==> config.mk <==
export PLATFORM = sky130hd
export DESIGN_NAME = chwh_ctrl
export DESIGN_NICKNAME = d
export VERILOG_FILES = /design/src/sv/chwh_pkg.sv /design/src/sv/chwh_ctrl.sv
export SDC_FILE = /design/constraint.sdc
export NUM_CORES = 1
export LEC_CHECK = 0
export BUFFER_PORTS_ARGS = -buffer_cell sky130_fd_sc_hd__buf_2
export CAP_MARGIN = 10
export CORE_AREA = 10 10 47 49
export CTS_BUF_LIST = sky130_fd_sc_hd__clkbuf_2 sky130_fd_sc_hd__clkbuf_4 sky130_fd_sc_hd__clkbuf_8
export CTS_CLUSTER_DIAMETER = 60
export DETAILED_ROUTE_END_ITERATION = 6
export DIE_AREA = 0 0 57 59
export GPL_TIMING_DRIVEN = 1
export SLEW_MARGIN = 20
export SYNTH_ARGS = -nofsm -noshare
export SYNTH_HDL_FRONTEND = slang
export SYNTH_SLANG_ARGS = --single-unit
==> constraint.sdc <==
create_clock -name i_clk -period 3.4 [get_ports i_clk]
set_input_delay 0.34 -clock i_clk [delete_from_list [all_inputs] [get_ports i_clk]]
set_output_delay 0.34 -clock i_clk [all_outputs]
set_load 0.1 [all_outputs]
==> src/sv/chwh_pkg.sv <==
package chwh_pkg;

    // sizes of the stores
    localparam int NUM_BINS   = 1024;
    localparam int NUM_EVENTS = 65536;

    localparam int MAP_AW = (NUM_EVENTS > 1) ? $clog2(NUM_EVENTS) : 1;
    localparam int BIN_AW = (NUM_BINS > 1) ? $clog2(NUM_BINS) : 1;

    // field widths
    localparam int ACTION_W = 3;
    localparam int EVENT_W  = 16;
    localparam int BIN_W    = 10;
    localparam int WEIGHT_W = 32;
    localparam int SUM_W    = 48;
    localparam int SQ_W     = 63;
    localparam int PROD_W   = 2 * WEIGHT_W;
    localparam int FRAC_W   = 16;
    localparam int ENTRY_W  = SUM_W + SQ_W;

    localparam int IN_DATA_W  = 64;
    localparam int OUT_DATA_W = 112;

    // configuration registers
    localparam int CFG_IW = 1;
    localparam logic [CFG_IW-1:0] CFG_LOWER_CLAMP = 1'd0;
    localparam logic [CFG_IW-1:0] CFG_UPPER_CLAMP = 1'd1;
    localparam logic signed [WEIGHT_W-1:0] LOWER_RESET = 32'sh8000_0000;
    localparam logic signed [WEIGHT_W-1:0] UPPER_RESET = 32'sh7FFF_FFFF;

    typedef enum logic [ACTION_W-1:0] {
        ACT_MAP    = 3'd0,
        ACT_START  = 3'd1,
        ACT_ADD    = 3'd2,
        ACT_FINISH = 3'd3,
        ACT_READ   = 3'd4
    } t_action;

    typedef enum logic [2:0] {
        S_CLEAR,
        S_IDLE,
        S_MAP,
        S_ACC,
        S_READ
    } t_state;

    typedef struct packed {
        logic map_wr;
        logic add_load;
        logic rd_in;
        logic rd_map;
        logic acc_wr;
        logic clr_start;
        logic clr_wr;
        logic pass_set;
        logic pass_clr;
        logic out_load;
    } t_cmd;

    typedef struct packed {
        logic clr_last;
    } t_status;

endpackage

==> src/sv/chwh_ctrl.sv <==
module chwh_ctrl (
    input  logic                           i_clk,
    input  logic                           i_rst_n,
    input  logic                           i_in_valid,
    output logic                           o_in_ready,
    input  logic [chwh_pkg::ACTION_W-1:0]  i_action,
    output logic                           o_out_valid,
    input  logic                           i_out_ready,
    input  chwh_pkg::t_status              i_status,
    output chwh_pkg::t_cmd                 o_cmd
);

    chwh_pkg::t_state  r_state;
    chwh_pkg::t_state  n_state;
    chwh_pkg::t_action action;
    logic              accept;
    logic              slot_free;
    logic              r_out_valid;
    logic              n_out_valid;

    assign action    = chwh_pkg::t_action'(i_action);
    assign accept    = i_in_valid && (r_state == chwh_pkg::S_IDLE);
    assign slot_free = !r_out_valid || i_out_ready;

    always_ff @(posedge i_clk) begin
        if (!i_rst_n) begin
            r_state     <= chwh_pkg::S_CLEAR;
            r_out_valid <= 1'b0;
        end else begin
            r_state     <= n_state;
            r_out_valid <= n_out_valid;
        end
    end

    always_comb begin
        n_state = r_state;
        case (r_state)
            chwh_pkg::S_CLEAR: begin
                if (i_status.clr_last) begin
                    n_state = chwh_pkg::S_IDLE;
                end
            end
            chwh_pkg::S_IDLE: begin
                if (i_in_valid) begin
                    case (action)
                        chwh_pkg::ACT_START: n_state = chwh_pkg::S_CLEAR;
                        chwh_pkg::ACT_ADD:   n_state = chwh_pkg::S_MAP;
                        chwh_pkg::ACT_READ:  n_state = chwh_pkg::S_READ;
                        default:             n_state = chwh_pkg::S_IDLE;
                    endcase
                end
            end
            chwh_pkg::S_MAP: n_state = chwh_pkg::S_ACC;
            chwh_pkg::S_ACC: n_state = chwh_pkg::S_IDLE;
            chwh_pkg::S_READ: begin
                if (slot_free) begin
                    n_state = chwh_pkg::S_IDLE;
                end
            end
            default: n_state = chwh_pkg::S_IDLE;
        endcase
    end

    always_comb begin
        o_cmd           = '0;
        o_in_ready      = (r_state == chwh_pkg::S_IDLE);
        o_cmd.map_wr    = accept && (action == chwh_pkg::ACT_MAP);
        o_cmd.clr_start = accept && (action == chwh_pkg::ACT_START);
        o_cmd.pass_clr  = accept && (action == chwh_pkg::ACT_START);
        o_cmd.add_load  = accept && (action == chwh_pkg::ACT_ADD);
        o_cmd.pass_set  = accept && (action == chwh_pkg::ACT_FINISH);
        o_cmd.rd_in     = accept && (action == chwh_pkg::ACT_READ);
        o_cmd.rd_map    = (r_state == chwh_pkg::S_MAP);
        o_cmd.acc_wr    = (r_state == chwh_pkg::S_ACC);
        o_cmd.clr_wr    = (r_state == chwh_pkg::S_CLEAR);
        o_cmd.out_load  = (r_state == chwh_pkg::S_READ) && slot_free;
        n_out_valid     = o_cmd.out_load || (r_out_valid && !i_out_ready);
    end

    assign o_out_valid = r_out_valid;

    a_add_seq: assert property (@(posedge i_clk) disable iff (!i_rst_n)
        (accept && action == chwh_pkg::ACT_ADD) |=> (r_state == chwh_pkg::S_MAP))
        else $error("add word did not enter map lookup");

    a_map_to_acc: assert property (@(posedge i_clk) disable iff (!i_rst_n)
        (r_state == chwh_pkg::S_MAP) |=> (r_state == chwh_pkg::S_ACC))
        else $error("map lookup not followed by accumulate");

    a_start_clears: assert property (@(posedge i_clk) disable iff (!i_rst_n)
        (accept && action == chwh_pkg::ACT_START) |=> (r_state == chwh_pkg::S_CLEAR))
        else $error("start did not begin clearing sweep");

    a_read_result: assert property (@(posedge i_clk) disable iff (!i_rst_n)
        o_cmd.out_load |=> o_out_valid)
        else $error("read result lost");

endmodule

==> results.ini <==
[clock_tree]
post_cts_buffers=0
cts_tree=done
clock_latency_ns=0.23
path_clk_slew_ns=0.04
cts_made_buffers=3
cts-root-buf=clkbuf_4
holdBufCountCts=0
clock-sinks=4
post_cts_resized=0
clk_path_buf_depth=2
htree_levels=1

[die]
core.rowCount=14
core_mm2=0.00140
die_h_um=59
die_area_mm2=0.00336
ios=20
die_w_um=57
start_util_pct=22.4

[routing]
via_per_inst=4.55
first_iter_violations=5
drc_errors=0
ant_nets=0
via_count=332
routedWlPerCell_um=11.8
wl_um=860
firstDrtPassIters=3

[setup_path]
crit_path_max_fanout=9
crit_required_ns=3.06
endpoint_kind=primary output
arrival_ns=1.84
crit_type=reg -> out
critPathLaunchType=register

[grt]
grt_pass1_vias=326
grt_start_max_net_pins=10
grt_pass1_wl_um=1380
gr-total-overflow=0
grt.total_usage_pct=5.41
antenna_found_initial=0

[placement]
gp_congestion=0.663
portBuffers=19

[yosys]
synthDistinctLibCells=24
synth_nets=45
yosys_warnings=0
synth_seq_cells=4
syn_area_um2=314
synth_cells=37
seq_area_frac_synth_pct=25.5
syn_area_per_cell_um2=8.49

[finish]
final_net_count=67
synthToLayoutAreaGrowth_pct=45.4
final_common_cell=buf_2
antenna_cells=0
fill_cells=154
final_cell_mix=19 x buf_2, 4 x dfxtp_1, 3 x inv_1, 3 x clkbuf_4
drive_gt1_share_pct=54.4

[power]
total_power_mw=0.158
p_per_area_mw_per_mm2=347
pwr-share-comb_pct=30.8
p_clk_share_pct=36.9
power.leakage_nw=0.230
power_switching_mw=0.0589
ir_drop_v=0.000191
swShare_pct=37.2
seq_power_share_pct=32.3
p_int_mw=0.0996

[timing]
clock-skew-final_ns=0.00344
rsz0062_at_grt=false
maxSlewHeadroom_pct=67.2
whs_ns=0.344
setup_viol=0
final.min_clock_period_ns=2.18
min_period_over_period_pct=64.1
tightest_slew_ns=0.495
timing.fmax_ghz=0.459
drv_slew=0
hold_violations=0

[min_path]
hold_path.class=in -> reg

[job]
max-cap-violations=0

[run_status]
status=complete, no violations

==> synth_stat cells <==
library cell	count	area share [%]
inv_1	3	3.6
or4_4	1	3.6
nor3b_2	1	4.0
a211oi_2	1	4.0
nand2_2	1	2.0
nor2b_1	2	4.0
nand3_1	1	1.6
a21oi_1	1	1.6
nand2_1	1	1.2
nand3b_1	1	2.4
xor2_1	1	2.8
o211ai_1	1	2.4
nor3_1	4	6.4
o21ai_0	1	1.6
buf_4	1	2.4
nor3b_1	2	4.8
buf_6	1	3.6
nand2b_1	2	4.0
o41ai_2	1	5.2
dfxtp_1	4	25
and3b_1	2	5.6
nor2_1	2	2.4
nor4bb_1	1	3.2
o21a_1	1	2.4
==> layout make-up <==
cell class	count	area, um^2	area share, %
sequential	4	80.1	17.5
tap	16	20.0	4.38
multi-input combinational	28	228	49.9
timing repair buffer	19	95.1	20.8
clock buffer	3	22.5	4.93
inverter	3	11.3	2.47
==> per-layer routing <==
metal,wire length [um],part of all wire [%],GRT usage (%),up-vias
met5,0,0,0,-
met2,396,46,7.75,13
li1,-,-,-,173
met4,18,2.1,5.03,0
met3,59,6.9,3.22,2
met1,386,45,5.36,144
==> flip-flops by register name, indices dropped and copies added, names as in the netlist <==
register and flops:
r_state 3, o_out_valid 1
==> per-stage QoR <==
step	TNS [ns]	instances	setup WS, ns	utilization [%]	instance area [um^2]
after floorplan	-0.982	37	-0.354	-	338
after global placement	0	70	1.49	31.0	434
after detailed placement	0	70	1.47	31.0	434
after CTS	0	73	1.21	32.6	457
after global routing	0	73	1.07	32.6	457
final	0	73	1.22	32.6	457
==> final timing paths <==
| kind | depth (start not counted) | slack, ns | from | end |
|---|---|---|---|---|
| max | 4 | 1.22 | r_state[0]$_SDFFE_PN0P_ | o_cmd[1] |
| max reg2reg | 3 | 2.09 | r_state[0]$_SDFFE_PN0P_ | r_state[0]$_SDFFE_PN0P_ |
| min reg2reg | 1 | 0.60 | r_state[2]$_SDFFE_PN0P_ | r_state[1]$_SDFFE_PN0P_ |
| min | 2 | 0.34 | i_rst_n | o_out_valid$_SDFF_PN0_ |
==> critical path: stages, from the launching register on <==
cell,delay [ns]
dfxtp_1,0.47
nor3b_2,0.26
nand3b_1,0.24
nor3_4,0.18
buf_2,0.45
==> kinds of logic after synthesis <==
family | after synthesis | share of synthesized area [%]
flops | 4 | 25.5
xor+xnor | 1 | 2.79
buf+inv | 5 | 9.56
compound gates | 6 | 17.1
simple gates | 21 | 45.0
==> power groups by stage <==
stage          clock network [mW]  registers, mW  logic (mW)
2_1_floorplan                   0         0.0503      0.0407
3_3_place_gp                    0         0.0518      0.0490
3_5_place_dp                    0         0.0519      0.0492
4_1_cts                    0.0612         0.0512      0.0492
5_1_grt                    0.0686         0.0514      0.0514
6_report                   0.0584         0.0513      0.0487
Note: power is estimated with default switching activity, not from simulation.
